File: config.mk
export PLATFORM = sky130hd
export DESIGN_NAME = double_ended_queue_top
export DESIGN_NICKNAME = d
export VERILOG_FILES = /design/src/hdl/deq_pkg.sv /design/src/hdl/deq_ram.sv /design/src/hdl/deq_ctrl.sv /design/src/hdl/double_ended_queue_top.sv
export VERILOG_INCLUDE_DIRS = /design/src /design/src/hdl
export SDC_FILE = /design/constraint.sdc
export NUM_CORES = 1
export LEC_CHECK = 0
export BUFFER_PORTS_ARGS = -buffer_cell sky130_fd_sc_hd__clkbuf_2
export CELL_PAD_IN_SITES_DETAIL_PLACEMENT = 2
export CELL_PAD_IN_SITES_GLOBAL_PLACEMENT = 2
export CORE_MARGIN = 4
export CORE_UTILIZATION = 46
export CTS_BUF_LIST = sky130_fd_sc_hd__clkbuf_16
export CTS_CLUSTER_SIZE = 14
export DETAILED_ROUTE_END_ITERATION = 12
export GPL_TIMING_DRIVEN = 0
export HOLD_SLACK_MARGIN = 0.02
export PLACE_DENSITY_LB_ADDON = 0.08
export SLEW_MARGIN = 20
export SYNTH_ARGS = -nofsm -noshare
export SYNTH_HDL_FRONTEND = slang
export SYNTH_SLANG_ARGS = --single-unit
export TNS_END_PERCENT = 20
File: constraint.sdc
create_clock -name i_clk -period 8.15 [get_ports i_clk]
set_clock_uncertainty 0.2 [all_clocks]
set_input_delay 1.63 -clock i_clk [delete_from_list [all_inputs] [get_ports i_clk]]
set_output_delay 1.63 -clock i_clk [all_outputs]
set_load 0.005 [all_outputs]
File: src/hdl/double_ended_queue_top_macros.svh
// Assertion macros used by the deque controller.
`ifndef DOUBLE_ENDED_QUEUE_TOP_MACROS_SVH
`define DOUBLE_ENDED_QUEUE_TOP_MACROS_SVH

`ifndef SYNTH
// Same-cycle implication, checked outside reset.
`define DEQ_ASSERT_IMP(label, clk, rst_n, ante, cons) \
    label: assert property (@(posedge clk) disable iff (!rst_n) (ante) |-> (cons)) \
        else $error("deque check failed");
// Next-cycle implication, checked outside reset.
`define DEQ_ASSERT_NXT(label, clk, rst_n, ante, cons) \
    label: assert property (@(posedge clk) disable iff (!rst_n) (ante) |=> (cons)) \
        else $error("deque check failed");
`else
`define DEQ_ASSERT_IMP(label, clk, rst_n, ante, cons)
`define DEQ_ASSERT_NXT(label, clk, rst_n, ante, cons)
`endif

`endif

File: src/hdl/deq_pkg.sv
// Package with the command, status and state types of the deque.
package deq_pkg;

    // Command codes carried by each input transfer.
    typedef enum logic [2:0] {
        CMD_PUSH_BACK  = 3'd0,
        CMD_PUSH_FRONT = 3'd1,
        CMD_POP_BACK   = 3'd2,
        CMD_POP_FRONT  = 3'd3,
        CMD_QUERY      = 3'd4
    } t_cmd;

    // Status codes returned with each result.
    typedef enum logic [1:0] {
        ST_OK    = 2'd0,
        ST_EMPTY = 2'd1,
        ST_FULL  = 2'd2
    } t_status;

    // Controller states.
    typedef enum logic {
        S_IDLE = 1'b0,
        S_LOAD = 1'b1
    } t_state;

endpackage

File: src/hdl/deq_ram.sv
// Single-port ring store with a registered read.
module deq_ram #(
    parameter int DEPTH      = 16,
    parameter int DATA_WIDTH = 32
) (
    input  logic                     i_clk,
    input  logic                     i_we,
    input  logic [$clog2(DEPTH)-1:0] i_addr,
    input  logic [DATA_WIDTH-1:0]    i_wdata,
    output logic [DATA_WIDTH-1:0]    o_rdata
);

    logic [DATA_WIDTH-1:0] r_mem [DEPTH];
    logic [DATA_WIDTH-1:0] r_rdata;

    // A write takes the port; otherwise the addressed entry is read.
    always_ff @(posedge i_clk) begin
        if (i_we) begin
            r_mem[i_addr] <= i_wdata;
        end else begin
            r_rdata <= r_mem[i_addr];
        end
    end

    assign o_rdata = r_rdata;

endmodule

File: src/hdl/deq_ctrl.sv
// Deque controller: head, count, cached end words and the memory sequencing.
`include "double_ended_queue_top_macros.svh"

module deq_ctrl #(
    parameter int DEPTH      = 16,
    parameter int DATA_WIDTH = 32,
    localparam int IW        = $clog2(DEPTH),
    localparam int CW        = $clog2(DEPTH + 1),
    localparam int SW        = CW + 1
) (
    input  logic                  i_clk,
    input  logic                  i_rst_n,
    input  logic                  i_valid,
    input  logic [2:0]            i_command,
    input  logic [DATA_WIDTH-1:0] i_value,
    output logic                  o_stall,
    input  logic                  i_out_free,
    output logic                  o_res_load,
    output logic [1:0]            o_res_status,
    output logic [DATA_WIDTH-1:0] o_res_front,
    output logic [DATA_WIDTH-1:0] o_res_back,
    output logic [DATA_WIDTH-1:0] o_res_removed,
    output logic [CW-1:0]         o_res_count,
    output logic                  o_ram_we,
    output logic [IW-1:0]         o_ram_addr,
    output logic [DATA_WIDTH-1:0] o_ram_wdata,
    input  logic [DATA_WIDTH-1:0] i_ram_rdata
);

    // Ring position of base plus offset, with offset at most DEPTH.
    function automatic logic [IW-1:0] ring_add(input logic [IW-1:0] base,
                                               input logic [CW-1:0] off);
        logic [SW-1:0] sum;
        begin
            sum = SW'(base) + SW'(off);
            if (sum >= SW'(DEPTH)) begin
                ring_add = IW'(sum - SW'(DEPTH));
            end else begin
                ring_add = IW'(sum);
            end
        end
    endfunction

    deq_pkg::t_state  r_state, n_state;
    logic [IW-1:0]         r_head, n_head;
    logic [CW-1:0]         r_count, n_count;
    logic [DATA_WIDTH-1:0] r_front, n_front;
    logic [DATA_WIDTH-1:0] r_back, n_back;
    logic [DATA_WIDTH-1:0] r_removed, n_removed;
    logic                  r_pend_front, n_pend_front;

    deq_pkg::t_status status;
    deq_pkg::t_cmd    cmd;
    logic             accept;
    logic             need_read;
    logic             is_full;
    logic             is_empty;
    logic [IW-1:0]    head_inc;
    logic [IW-1:0]    head_dec;

    assign cmd      = deq_pkg::t_cmd'(i_command);
    assign o_stall  = !((r_state == deq_pkg::S_IDLE) && i_out_free);
    assign accept   = i_valid && !o_stall;
    assign is_full  = (r_count == CW'(DEPTH));
    assign is_empty = (r_count == '0);
    assign head_inc = (r_head == IW'(DEPTH - 1)) ? '0 : r_head + IW'(1);
    assign head_dec = (r_head == '0) ? IW'(DEPTH - 1) : r_head - IW'(1);

    // Next state: a pop that leaves words behind passes through S_LOAD for the read.
    always_comb begin
        n_state = r_state;
        unique case (r_state)
            deq_pkg::S_IDLE: begin
                if (accept && need_read) begin
                    n_state = deq_pkg::S_LOAD;
                end
            end
            deq_pkg::S_LOAD: begin
                n_state = deq_pkg::S_IDLE;
            end
            default: begin
                n_state = deq_pkg::S_IDLE;
            end
        endcase
    end

    // Datapath: index updates, memory access and the cached end words.
    always_comb begin
        n_head       = r_head;
        n_count      = r_count;
        n_front      = r_front;
        n_back       = r_back;
        n_removed    = r_removed;
        n_pend_front = r_pend_front;
        status       = deq_pkg::ST_OK;
        need_read    = 1'b0;
        o_ram_we     = 1'b0;
        o_ram_addr   = r_head;
        o_ram_wdata  = i_value;
        o_res_load   = 1'b0;
        unique case (r_state)
            deq_pkg::S_IDLE: begin
                n_removed = '0;
                if (accept) begin
                    unique case (cmd)
                        deq_pkg::CMD_PUSH_BACK: begin
                            if (is_full) begin
                                status = deq_pkg::ST_FULL;
                            end else begin
                                o_ram_we   = 1'b1;
                                o_ram_addr = ring_add(r_head, r_count);
                                n_back     = i_value;
                                if (is_empty) begin
                                    n_front = i_value;
                                end
                                n_count = r_count + CW'(1);
                            end
                        end
                        deq_pkg::CMD_PUSH_FRONT: begin
                            if (is_full) begin
                                status = deq_pkg::ST_FULL;
                            end else begin
                                o_ram_we   = 1'b1;
                                o_ram_addr = head_dec;
                                n_head     = head_dec;
                                n_front    = i_value;
                                if (is_empty) begin
                                    n_back = i_value;
                                end
                                n_count = r_count + CW'(1);
                            end
                        end
                        deq_pkg::CMD_POP_BACK: begin
                            if (is_empty) begin
                                status = deq_pkg::ST_EMPTY;
                            end else begin
                                n_removed = r_back;
                                n_count   = r_count - CW'(1);
                                if (r_count > CW'(1)) begin
                                    need_read    = 1'b1;
                                    o_ram_addr   = ring_add(r_head, r_count - CW'(2));
                                    n_pend_front = 1'b0;
                                end
                            end
                        end
                        deq_pkg::CMD_POP_FRONT: begin
                            if (is_empty) begin
                                status = deq_pkg::ST_EMPTY;
                            end else begin
                                n_removed = r_front;
                                n_head    = head_inc;
                                n_count   = r_count - CW'(1);
                                if (r_count > CW'(1)) begin
                                    need_read    = 1'b1;
                                    o_ram_addr   = head_inc;
                                    n_pend_front = 1'b1;
                                end
                            end
                        end
                        default: begin
                            // Query and unused codes leave everything alone.
                        end
                    endcase
                    o_res_load = !need_read;
                end
            end
            deq_pkg::S_LOAD: begin
                if (r_pend_front) begin
                    n_front = i_ram_rdata;
                end else begin
                    n_back = i_ram_rdata;
                end
                o_res_load = 1'b1;
            end
            default: begin
                o_res_load = 1'b0;
            end
        endcase
    end

    // Result fields show the state after the operation; an empty queue shows zeros.
    assign o_res_status  = status;
    assign o_res_count   = n_count;
    assign o_res_removed = n_removed;
    assign o_res_front   = (n_count == '0) ? '0 : n_front;
    assign o_res_back    = (n_count == '0) ? '0 : n_back;

    // Control registers.
    always_ff @(posedge i_clk) begin
        if (!i_rst_n) begin
            r_state      <= deq_pkg::S_IDLE;
            r_head       <= '0;
            r_count      <= '0;
            r_pend_front <= 1'b0;
        end else begin
            r_state      <= n_state;
            r_head       <= n_head;
            r_count      <= n_count;
            r_pend_front <= n_pend_front;
        end
    end

    // Cached end words and the pending removed word.
    always_ff @(posedge i_clk) begin
        r_front   <= n_front;
        r_back    <= n_back;
        r_removed <= n_removed;
    end

    `DEQ_ASSERT_IMP(a_count_bound, i_clk, i_rst_n, 1'b1, r_count <= CW'(DEPTH))
    `DEQ_ASSERT_NXT(a_load_one_cycle, i_clk, i_rst_n, r_state == deq_pkg::S_LOAD,
        r_state == deq_pkg::S_IDLE)
    `DEQ_ASSERT_IMP(a_load_out_free, i_clk, i_rst_n, r_state == deq_pkg::S_LOAD, i_out_free)
    `DEQ_ASSERT_IMP(a_load_no_write, i_clk, i_rst_n, r_state == deq_pkg::S_LOAD, !o_ram_we)

endmodule

File: src/hdl/double_ended_queue_top.sv
// Bounded double-ended queue of data words: controller, ring store and result register.
//
// Input channel: i_valid / o_stall with i_command and i_value. A transfer
// pushes a word at the back or front, pops one from either end, or queries.
// Output channel: o_valid / i_stall. Every input transfer yields exactly one
// result: status, front and back words, the removed word and the fill count.
// A push, a query, a refused operation or a pop that empties the queue
// goes straight into the result register. A pop that leaves words behind
// reads the new end word from the ring store, which has a registered read,
// in the S_LOAD state, and loads the result from there. Throughput is one
// item per cycle while no result is held; such a pop stalls input in S_LOAD.
// The result register lets a new item enter while the last result is taken.
// While the receiver stalls a valid result, the result holds and no further item is taken.
// Reset (synchronous, active low) empties the queue; the store keeps no
// valid bits, as no entry outside the stored range is ever used.
module double_ended_queue_top #(
    parameter int DEPTH      = 16,
    parameter int DATA_WIDTH = 32,
    localparam int IW        = $clog2(DEPTH),
    localparam int CW        = $clog2(DEPTH + 1)
) (
    input  logic                  i_clk,
    input  logic                  i_rst_n,
    input  logic                  i_valid,
    output logic                  o_stall,
    input  logic [2:0]            i_command,
    input  logic [DATA_WIDTH-1:0] i_value,
    output logic                  o_valid,
    input  logic                  i_stall,
    output logic [1:0]            o_status,
    output logic [DATA_WIDTH-1:0] o_front_word,
    output logic [DATA_WIDTH-1:0] o_back_word,
    output logic [DATA_WIDTH-1:0] o_removed_word,
    output logic [CW-1:0]         o_fill_count,
    output logic                  o_is_empty
);

    logic                  out_free;
    logic                  res_load;
    logic [1:0]            res_status;
    logic [DATA_WIDTH-1:0] res_front;
    logic [DATA_WIDTH-1:0] res_back;
    logic [DATA_WIDTH-1:0] res_removed;
    logic [CW-1:0]         res_count;
    logic                  ram_we;
    logic [IW-1:0]         ram_addr;
    logic [DATA_WIDTH-1:0] ram_wdata;
    logic [DATA_WIDTH-1:0] ram_rdata;

    logic                  r_out_valid;
    logic [1:0]            r_status;
    logic [DATA_WIDTH-1:0] r_front;
    logic [DATA_WIDTH-1:0] r_back;
    logic [DATA_WIDTH-1:0] r_removed;
    logic [CW-1:0]         r_count;

    // The result register can take a new result when empty or being drained.
    assign out_free = !r_out_valid || !i_stall;

    deq_ctrl #(
        .DEPTH      (DEPTH),
        .DATA_WIDTH (DATA_WIDTH)
    ) u_ctrl (
        .i_clk         (i_clk),
        .i_rst_n       (i_rst_n),
        .i_valid       (i_valid),
        .i_command     (i_command),
        .i_value       (i_value),
        .o_stall       (o_stall),
        .i_out_free    (out_free),
        .o_res_load    (res_load),
        .o_res_status  (res_status),
        .o_res_front   (res_front),
        .o_res_back    (res_back),
        .o_res_removed (res_removed),
        .o_res_count   (res_count),
        .o_ram_we      (ram_we),
        .o_ram_addr    (ram_addr),
        .o_ram_wdata   (ram_wdata),
        .i_ram_rdata   (ram_rdata)
    );

    deq_ram #(
        .DEPTH      (DEPTH),
        .DATA_WIDTH (DATA_WIDTH)
    ) u_ram (
        .i_clk   (i_clk),
        .i_we    (ram_we),
        .i_addr  (ram_addr),
        .i_wdata (ram_wdata),
        .o_rdata (ram_rdata)
    );

    // Result valid flag.
    always_ff @(posedge i_clk) begin
        if (!i_rst_n) begin
            r_out_valid <= 1'b0;
        end else if (res_load) begin
            r_out_valid <= 1'b1;
        end else if (!i_stall) begin
            r_out_valid <= 1'b0;
        end
    end

    // Result payload, loaded only when a new result is ready.
    always_ff @(posedge i_clk) begin
        if (res_load) begin
            r_status  <= res_status;
            r_front   <= res_front;
            r_back    <= res_back;
            r_removed <= res_removed;
            r_count   <= res_count;
        end
    end

    assign o_valid        = r_out_valid;
    assign o_status       = r_status;
    assign o_front_word   = r_front;
    assign o_back_word    = r_back;
    assign o_removed_word = r_removed;
    assign o_fill_count   = r_count;
    assign o_is_empty     = (r_count == '0);

endmodule

# After elaboration in Yosys (flattened, before gate mapping)
# Memories as Yosys holds them, arrays and structs flattened. A register that Yosys moved wholly into a read port is not among the register bits.
# Index checks and enable logic that the tools add are counted.
# classes
n_reduce_logical,21
n_eq_ne,10
addsub,9
n_lt_le_gt_ge,3
n_mux,66
n_bitwise,2
# op_table
cell,count
2-to-1 mux 32 bit,14
one-hot mux 32 bit (2 select lines),5
2-to-1 mux 4 bit,13
2-to-1 mux 1 bit,22
2-to-1 mux 5 bit,4
one-hot mux 4 bit (4 select lines),1
logical NOT 5 bit,3
adder 4 x 5 -> 6 bit,2
">= comparator 6 x 5 -> 1 bit, second input constant",2
"subtractor 4 x 1 -> 4 bit, second input constant",3
one-hot mux 5 bit (2 select lines),1
one-hot mux 4 bit (2 select lines),1
AND reduction 7 bit,1
"equality test 3 x 2 -> 1 bit, second input constant",2
"inequality test 2 x 1 -> 1 bit, second input constant",3
one-hot mux 1 bit (2 select lines),3
OR reduction 2 bit,3
"adder 5 x 1 -> 5 bit, second input constant",1
"equality test 5 bit, second input constant",1
"> comparator 5 x 1 -> 1 bit, second input constant",1
logical NOT 1 bit,5
"subtractor 5 x 1 -> 5 bit, second input constant",1
"subtractor 5 x 2 -> 5 bit, second input constant",1
"adder 4 x 1 -> 4 bit, second input constant",1
other kinds (12),17
# totals
ram_bits,512
reg_bits,211
n_memories,1
out_inout_bits,106
elab_cells,125
inputBits,39
# memory_table
memory,depth,width,read_ports,rd_clocked_by_memory_dff,write_ports,line,source
u_ram.r_mem,16,32,1,1,1,deq_ram.sv:13,logic [DATA_WIDTH-1:0] r_mem [DEPTH];

# Logic depth before layout (Yosys ltp)
# Gate-level depths: netlist of the first run.
# depth
word_depth,11
mapped_depth,14
mapped_depth_nobuf,11

# Cells and area by module
# From an unflattened synthesis of the first run, not the netlist that was laid out.
# unflattened
hier_cells,1857
hier_area_um2,30696.9
# by_module_without_submodules
module,cells_per_inst,instances,area_per_inst_um2
deq_ram,841,1,20184.4
deq_ctrl,907,1,7373.3
double_ended_queue_top,109,1,3139.3

# Worst setup path before layout of the first run
# OpenSTA, ideal clock, no wires.
# synth_path
path_type,in2reg
start,input i_stall
end,"register r_back[0], in the netlist o_back_word[0], enable pin"
stages,4
n_path_buf,1
arrival_ps,6804
required_time_ps,7364
setup_time_ps,586
slack_ps,560
cell_sequence,a21oi_2 > nand2_1 > clkbuf_1 > o21bai_1
# synth_via
elab_chain_cells,6
# synth_rtl
element,line,source
start: declaration,double_ended_queue_top.sv:29,"input logic i_stall,"
logical NOT 1 bit,--,
logical OR 1 bit,double_ended_queue_top.sv:58,assign out_free = !r_out_valid || !i_stall;
logical AND 1 bit,deq_ctrl.sv:62,assign o_stall = !((r_state == deq_pkg::S_IDLE) && i_out_free);
logical AND 1 bit,deq_ctrl.sv:63,assign accept = i_valid && !o_stall;
2-to-1 mux 1 bit,deq_ctrl.sv:104,if (accept) begin
one-hot mux 1 bit (2 select lines),deq_ctrl.sv:101,unique case (r_state)
net res_load,double_ended_queue_top.sv:39,logic res_load;
end signal: assignment,double_ended_queue_top.sv:110,r_back <= res_back;
end: declaration,double_ended_queue_top.sv:53,logic [DATA_WIDTH-1:0] r_back;
# The timed path passes the listed nets, and every way through them passes these cells.
# A chain may end at the register's enable or synchronous reset.

# Worst setup path in the final report of the first run
# layout_path
start,input i_command[1]
end,"memory u_ram.r_mem[6][12], enable pin"
# layout_via
elab_chain_cells,7
# layout_rtl
element,line,source
start: declaration,double_ended_queue_top.sv:26,"input logic [2:0] i_command,"
equality test 3 x 1 -> 1 bit or logical NOT 3 bit (tied branches),deq_ctrl.sv:105,unique case (cmd)
OR reduction 2 bit (no line),--,
2-to-1 mux 1 bit,--,
2-to-1 mux 1 bit,deq_ctrl.sv:104,
2-to-1 mux 1 bit,deq_ctrl.sv:101,
2-to-1 mux 1 bit,deq_ram.sv:18,if (i_we) begin
2-to-1 mux 1 bit (not written as such),deq_ram.sv:19,r_mem[i_addr] <= i_wdata;
end: declaration,deq_ram.sv:13,
# Parallel ways exist; a longest one is shown, timed or not.

==> metrics.md, run 1 <==
| Metric | Value |
|---|---|
| Final weighted congestion in routability-driven placement | 0.792 |
| CTS clk-pin slew, worst paths | 60 ps |
| Slowest cell on crit path | sky130_fd_sc_hd__o22ai_1 |
| Worst Hold Slack | 283 ps |
| Initial DRC count | 1562 |
| Number of distinct library cells after synthesis | 71 |
| CTS-repair resized insts | 0 |
| Most common cell after layout, fill and taps aside | sky130_fd_sc_hd__mux2i_1 |
| Post-synthesis instance area | 31500 um^2 |
| Static power due to leakage | 12.4 nW |
| Number of detailed-route iterations in the first pass | 5 |
| Die Y | 270 um |
| Fraction of layout cells with a size suffix above 1 | 18.3% |
| Nets@finish | 2297 |
| Measured slew at the worst slew-check pin | 1080 ps |
| Port Buf Inserts | 144 |
| Clock insertion delay at the later pin of the skew report | 650 ps |
| Total of endpoints with negative setup slack in the final report | 0 |
| Worst Setup Start Kind | input port |
| Total routing usage reported by global routing | 27.4% |
| Leading cell types in the layout, fill and taps excluded | sky130_fd_sc_hd__mux2i_1, sky130_fd_sc_hd__edfxtp_1, sky130_fd_sc_hd__clkbuf_2 |
| Sequential area share after synthesis | 68.6% |
| Register bit total from synthesis | 755 |
| Number of H-tree levels | 3 |
| Critical path capture point type | register |
| Post-Syn Instances | 1955 |
| Status | finished clean |
| Crit path kind | input port to register |
| Area enclosed by the die boundary | 72700 um^2 |
| Area taken by multi-input logic gates | 9200 um^2 |
| Antenna violations before repair | 10 |
| Finished layout cell area | 36500 um^2 |
| Synthesized netlist net count | 2010 |
| Final-layout setup total negative slack | 0 ps |
| Required time at the endpoint of the critical path | 8280 ps |
| Post-route DRC violation count | 0 |
| Worst R2R Path Depth | 13 |
| Main flop type after synthesis | sky130_fd_sc_hd__edfxtp_1 |
| Via Count | 18659 |
| Final antenna diode count | 0 |
| Average wire length per cell after detail routing | 31.9 um |
| Total clock sinks | 755 |
| I/O pins | 145 |
| Max Fanout on Critical Path | 10 |
| Placed standard-cell area | 34000 um^2 |
| Sequential cell area in the final layout | 21600 um^2 |
| Cell-by-cell trace of the critical path | clkbuf_2 > buf_2 > nor2_2 > clkbuf_1 > a22oi_1 > o22ai_1 > buf_2 > buf_4 > nand3b_1 > nor3_2 > buf_4 > buf_4 |
| Post-CTS setup repair buffer count | 0 |
| Post-synth EDFFs | 647 |
| Top post-synthesis cells by area | sky130_fd_sc_hd__edfxtp_1, sky130_fd_sc_hd__mux2i_1, sky130_fd_sc_hd__dfxtp_1 |
| Headroom to the max-slew limit | 27.9% |
| Global-route wire length before repair | 147000 um |
| Final period demand of the worst path | 6180 ps |
| TritonCTS clock tree | yes |
| Leftover overflow at the end of global routing | 0 |
| Hold Path Class | register to register |
| Number of cells on the worst hold path | 2 |
| Effective utilization at floorplan | 46.6% |
| Arrival time worst endpoint | 6310 ps |
| Worst slack after detailed placement | 1450 ps |
| Final slew viol count | 0 |
| Max-cap viol count | 0 |
| Fin. Hold Viols | 0 |
| Pin count of the biggest net entering global routing | 35 |
| Row count | 95 |
| Largest vdd supply drop | 0.000168 V |
| Via count of the first global-routing pass | 20722 |
| Hpwl dp | 69200 um |
| Mean area per synthesized cell | 16.1 um^2 |
| Yosys Warn Count | 0 |
| Fillcell total | 6096 |
| Stage delay of the slowest cell on the critical path | 860 ps |
| RSZ-0062 raised after global routing | false |
| Fraction of synthesized cell area taken by the top area cell type | 61.7% |
| Deepest clock path buffer count | 3 |
| Die width | 270 um |
| Vias per inst | 5.87 |
| Highest Clock Rate | 0.162 GHz |
| Number of CTS-inserted buffers | 80 |
| Root buffer cell | sky130_fd_sc_hd__clkbuf_16 |
| Cell Pwr Density | 265 nW/um^2 |
| Cell type with the highest aggregate area in the netlist | sky130_fd_sc_hd__edfxtp_1 |
| Drt total wl | 102000 um |
| Growth of design area from synthesis to finish | 16.0% |
| Area inside the core boundary | 67500 um^2 |
| Critical Path Most Common Cell | sky130_fd_sc_hd__buf_4 |
| Final worst setup slack | 1970 ps |
| Number of routed nets with antenna violations | 0 |
| Part of the cycle the worst path needs | 75.8% |
| Hold-fix buffer count after cts | 0 |
| Fraction of registers with async set/reset | 0% |
[registers in the layout, indices dropped and copies added (netlist names), 5 cells and up]
signal	count
o_back_word	32
o_fill_count	5
o_front_word	32
o_removed_word	32
u_ctrl.r_back	32
u_ctrl.r_count	5
u_ctrl.r_front	32
u_ctrl.r_removed	32
u_ram.o_rdata	32
u_ram.r_mem	512
[synth_stat cells, drive strengths merged (8+ instances only)]
| cell | n |
|---|---|
| nor3 | 16 |
| dfxtp | 108 |
| edfxtp | 647 |
| a21oi | 30 |
| o21a | 9 |
| buf | 79 |
| nor2 | 47 |
| a22oi | 34 |
| mux2i | 654 |
| o22ai | 8 |
| a211oi | 11 |
| nand2 | 58 |
| nand3 | 13 |
| nor2b | 59 |
| mux2 | 9 |
| inv | 22 |
| ha | 14 |
| o21ai | 44 |
| clkbuf | 33 |
[power by group]
part	internal, mW	leakage [nW]	switching (mW)
registers	4.54	6.86	0.224
clock network	1.96	1.31	1.58
logic	0.541	4.20	0.847
total	7.04	12.4	2.65
[through the flow]
stage	util, %	std cells	total power, mW
after global placement	49.3	2972	6.06
final	54.1	3180	9.69
after floorplan	-	1955	5.58
after global routing	54.1	3180	10.0
after detailed placement	50.4	3033	6.19
after CTS	54.1	3180	9.74
[logic make-up after synthesis]
family	synth area share [%]
flip-flops	68.6
multiplexers	21.1
AND/OR/NAND/NOR	3.45
AO/OA/AOI/OAI	3.43
buffers and inverters	2.49
adder cells (fa/ha/maj)	0.684
XOR/XNOR	0.223
[layer usage]
| metal | track usage, % | vias up | routed length (um) |
|---|---|---|---|
| met5 | 0 | - | 51 |
| met4 | 8.30 | 8 | 3020 |
| met2 | 49.2 | 535 | 52400 |
| li1 | - | 8082 | - |
| met1 | 33.9 | 9836 | 41500 |
| met3 | 4.64 | 198 | 4470 |
[worst max-delay path, delay by kind of cell]
| family | cells | cell delay (ps) |
|---|---|---|
| and+or+nand+nor | 3 | 1270 |
| buffers and inverters | 7 | 2320 |
| AOI/OAI and AO/OA | 2 | 1050 |
[worst paths after layout]
check / startpoint / end / slack (ps)
setup / recovery: i_command[1] / u_ram.r_mem[6][12] / 1970
hold / removal: u_ctrl.r_removed[30] / u_ctrl.r_removed[30] / 280
setup reg to reg: u_ctrl.r_count[1] / u_ram.r_mem[6][12] / 2340
hold reg to reg: u_ctrl.r_removed[30] / u_ctrl.r_removed[30] / 280
[area by class of cell]
cell class,instances,area share [%]
repair buffers,205,3.74
multi-input cells,1065,25.2
clock inverters,65,1.19
well taps,873,2.99
flip-flops and latches,755,59.1
plain buffers,112,1.91
clock buffers,82,5.62
inverters,23,0.236
(Power assumes the default switching activity.)
==> run 2, diff against run 1 <==
CORE_UTILIZATION = 41   (was 46)
clock period = 5.52 ns   (was 8.15 ns; I/O delays follow)
==> metrics.md, run 2 (same netlist as run 1, synthesis figures left out) <==
| Metric | Value |
|---|---|
| Row count | 101 (+6.3%) |
| Worst Hold Slack | 275 ps (-8.19 ps) |
| Hpwl dp | 66400 um (-4.0%) |
| Max Fanout on Critical Path | 10 (unchanged) |
| Final period demand of the worst path | 5360 ps |
| Count of non-filler cells in the finished layout | 3349 (+5.3%) |
| Headroom to the max-slew limit | 30.6% (+2.7 points) |
| Static power due to leakage | 12.5 nW (+0.68%) |
| Arrival time worst endpoint | 5480 ps (-830 ps) |
| Flip-flop count of the largest register after layout | 512 (unchanged) |
| Critical path capture point type | register |
| Reg2reg start | u_ctrl.r_count[1] |
| Highest Clock Rate | 0.186 GHz |
| Deepest clock path buffer count | 3 (unchanged) |
| Most common cell after layout, fill and taps aside | sky130_fd_sc_hd__mux2i_1 |
| Hold Path Class | register to register |
| Fraction of layout cells with a size suffix above 1 | 18.7% (+0.45 points) |
| Final weighted congestion in routability-driven placement | 0.798 (+0.77%) |
| Max-cap viol count | 0 (unchanged) |
| Initial DRC count | 980 (-37%) |
| Part of the cycle the worst path needs | 97.2% |
| Die Y | 285 um (+5.7%) |
| TritonCTS clock tree | yes |
| Growth of design area from synthesis to finish | 17.4% |
| Status | finished clean |
| Leading cell types in the layout, fill and taps excluded | sky130_fd_sc_hd__mux2i_1, sky130_fd_sc_hd__edfxtp_1, sky130_fd_sc_hd__clkbuf_2 |
| Post-route DRC violation count | 0 (unchanged) |
| Worst Setup Start Kind | register |
| Cell Pwr Density | 393 nW/um^2 (+48%) |
| Placed cells | 3191 (+5.2%) |
| Fillcell total | 7108 (+17%) |
| Final slew viol count | 0 (unchanged) |
| Total of endpoints with negative setup slack in the final report | 0 (unchanged) |
| Effective utilization at floorplan | 41.4% (-5.2 points) |
| Post-CTS setup repair buffer count | 0 (unchanged) |
| Drt total wl | 93000 um (-8.4%) |
| Nets@finish | 2302 (+0.22%) |
| Antenna violations before repair | 5 (-5) |
| Root buffer cell | sky130_fd_sc_hd__clkbuf_16 |
| CP Launch Point | u_ctrl.r_count[1] |
| Required time at the endpoint of the critical path | 5630 ps (-2650 ps) |
| Number of routed nets with antenna violations | 0 (unchanged) |
| RSZ-0062 raised after global routing | true |
| Port Buf Inserts | 144 (unchanged) |
| Reg with most FFs | u_ram.r_mem |
| Final-layout setup total negative slack | 0 ps (unchanged) |
| I/O pins | 145 (unchanged) |
| CTS clk-pin slew, worst paths | 60 ps (about the same) |
| Total clock sinks | 755 (unchanged) |
| Hold path startpoint | u_ctrl.r_removed[4] |
| Number of CTS-inserted buffers | 84 (+5.0%) |
| Crit path kind | register to register |
| Number of H-tree levels | 3 (unchanged) |
| Total power | 14.5 mW (+50%) |
| Measured slew at the worst slew-check pin | 1040 ps (-40.5 ps) |
| Largest vdd supply drop | 0.000280 V (+66%) |
| Pin count of the biggest net entering global routing | 35 (unchanged) |
| Die width | 285 um (+5.7%) |
| Area enclosed by the die boundary | 81300 um^2 (+12%) |
| Via count of the first global-routing pass | 20369 (-1.7%) |
| Average wire length per cell after detail routing | 27.8 um (-13%) |
| Number of detailed-route iterations in the first pass | 5 (unchanged) |
| Leftover overflow at the end of global routing | 0 (unchanged) |
| Total routing usage reported by global routing | 22.7% (-4.6 points) |
| Fin. Hold Viols | 0 (unchanged) |
| Clock insertion delay at the later pin of the skew report | 630 ps (-20 ps) |
| Core Util, Final | 48.6% (-5.5 points) |
| Global-route wire length before repair | 137000 um (-6.6%) |
| Area inside the core boundary | 76100 um^2 (+13%) |
| Via Count | 18054 (-3.2%) |
| Vias per inst | 5.39 (-8.1%) |
-- run 2: timing repair --
action	4_1_cts	5_1_grt
setup endpoints to repair	97	21
gates cloned	0	0
hold buffers	0	0
gates resized for setup	1	2
hold endpoints to repair	0	0
pin swaps	0	0
-- run 2: critical path, cell delays in order, from the launching register on --
cell and delay (ps):
sky130_fd_sc_hd__dfxtp_1 530, sky130_fd_sc_hd__inv_1 250, sky130_fd_sc_hd__ha_1 350, sky130_fd_sc_hd__o21ba_4 270, sky130_fd_sc_hd__o21a_4 220, sky130_fd_sc_hd__nor2_1 280, sky130_fd_sc_hd__a22oi_1 130, sky130_fd_sc_hd__o22ai_2 550
sky130_fd_sc_hd__buf_2 460, sky130_fd_sc_hd__buf_4 350, sky130_fd_sc_hd__nand3_1 340, sky130_fd_sc_hd__nor3_2 550, sky130_fd_sc_hd__buf_4 290, sky130_fd_sc_hd__buf_4 250
-- run 2: path summary, 6_finish.rpt --
check / end / slack (ps) / cells past startpoint
max reg2reg: u_ram.r_mem[15][15] / 160 / 13
max: u_ram.r_mem[15][15] / 160 / 13
min: u_ctrl.r_removed[4] / 280 / 2
min reg2reg: u_ctrl.r_removed[4] / 280 / 2
-- run 2: area by class of cell --
type,instances,area [um^2],share of cell area [%]
clock buffers,88,2200,5.96
inverters,23,86.3,0.234
well taps,1030,1290,3.49
repair buffers,206,1360,3.68
plain buffers,112,697,1.89
flip-flops and latches,755,21600,58.4
multi-input cells,1065,9220,25.0
clock inverters,67,502,1.36
diodes,3,7.51,0.0203
-- run 2: metrics by stage --
step	cell area, um^2	setup slack [ps]
after floorplan	31500	-82.6
after global placement	33500	-4400
after detailed placement	34200	-848
after CTS	36900	21.4
after global routing	36900	-8.34
final	37000	156
-- run 2: routing by layer --
| layer | global-route usage (%) | wire, um |
|---|---|---|
| met5 | 0 | 0 |
| met4 | 5.80 | 2340 |
| met3 | 3.12 | 3080 |
| met2 | 40.8 | 47700 |
| met1 | 29.0 | 39900 |
-- run 2: where the power goes --
group          leakage (nW)  internal [mW]  switching, mW
Combinational          4.20          0.804           1.20
Clock                  1.39           3.21           2.30
Sequential             6.86           6.70          0.307
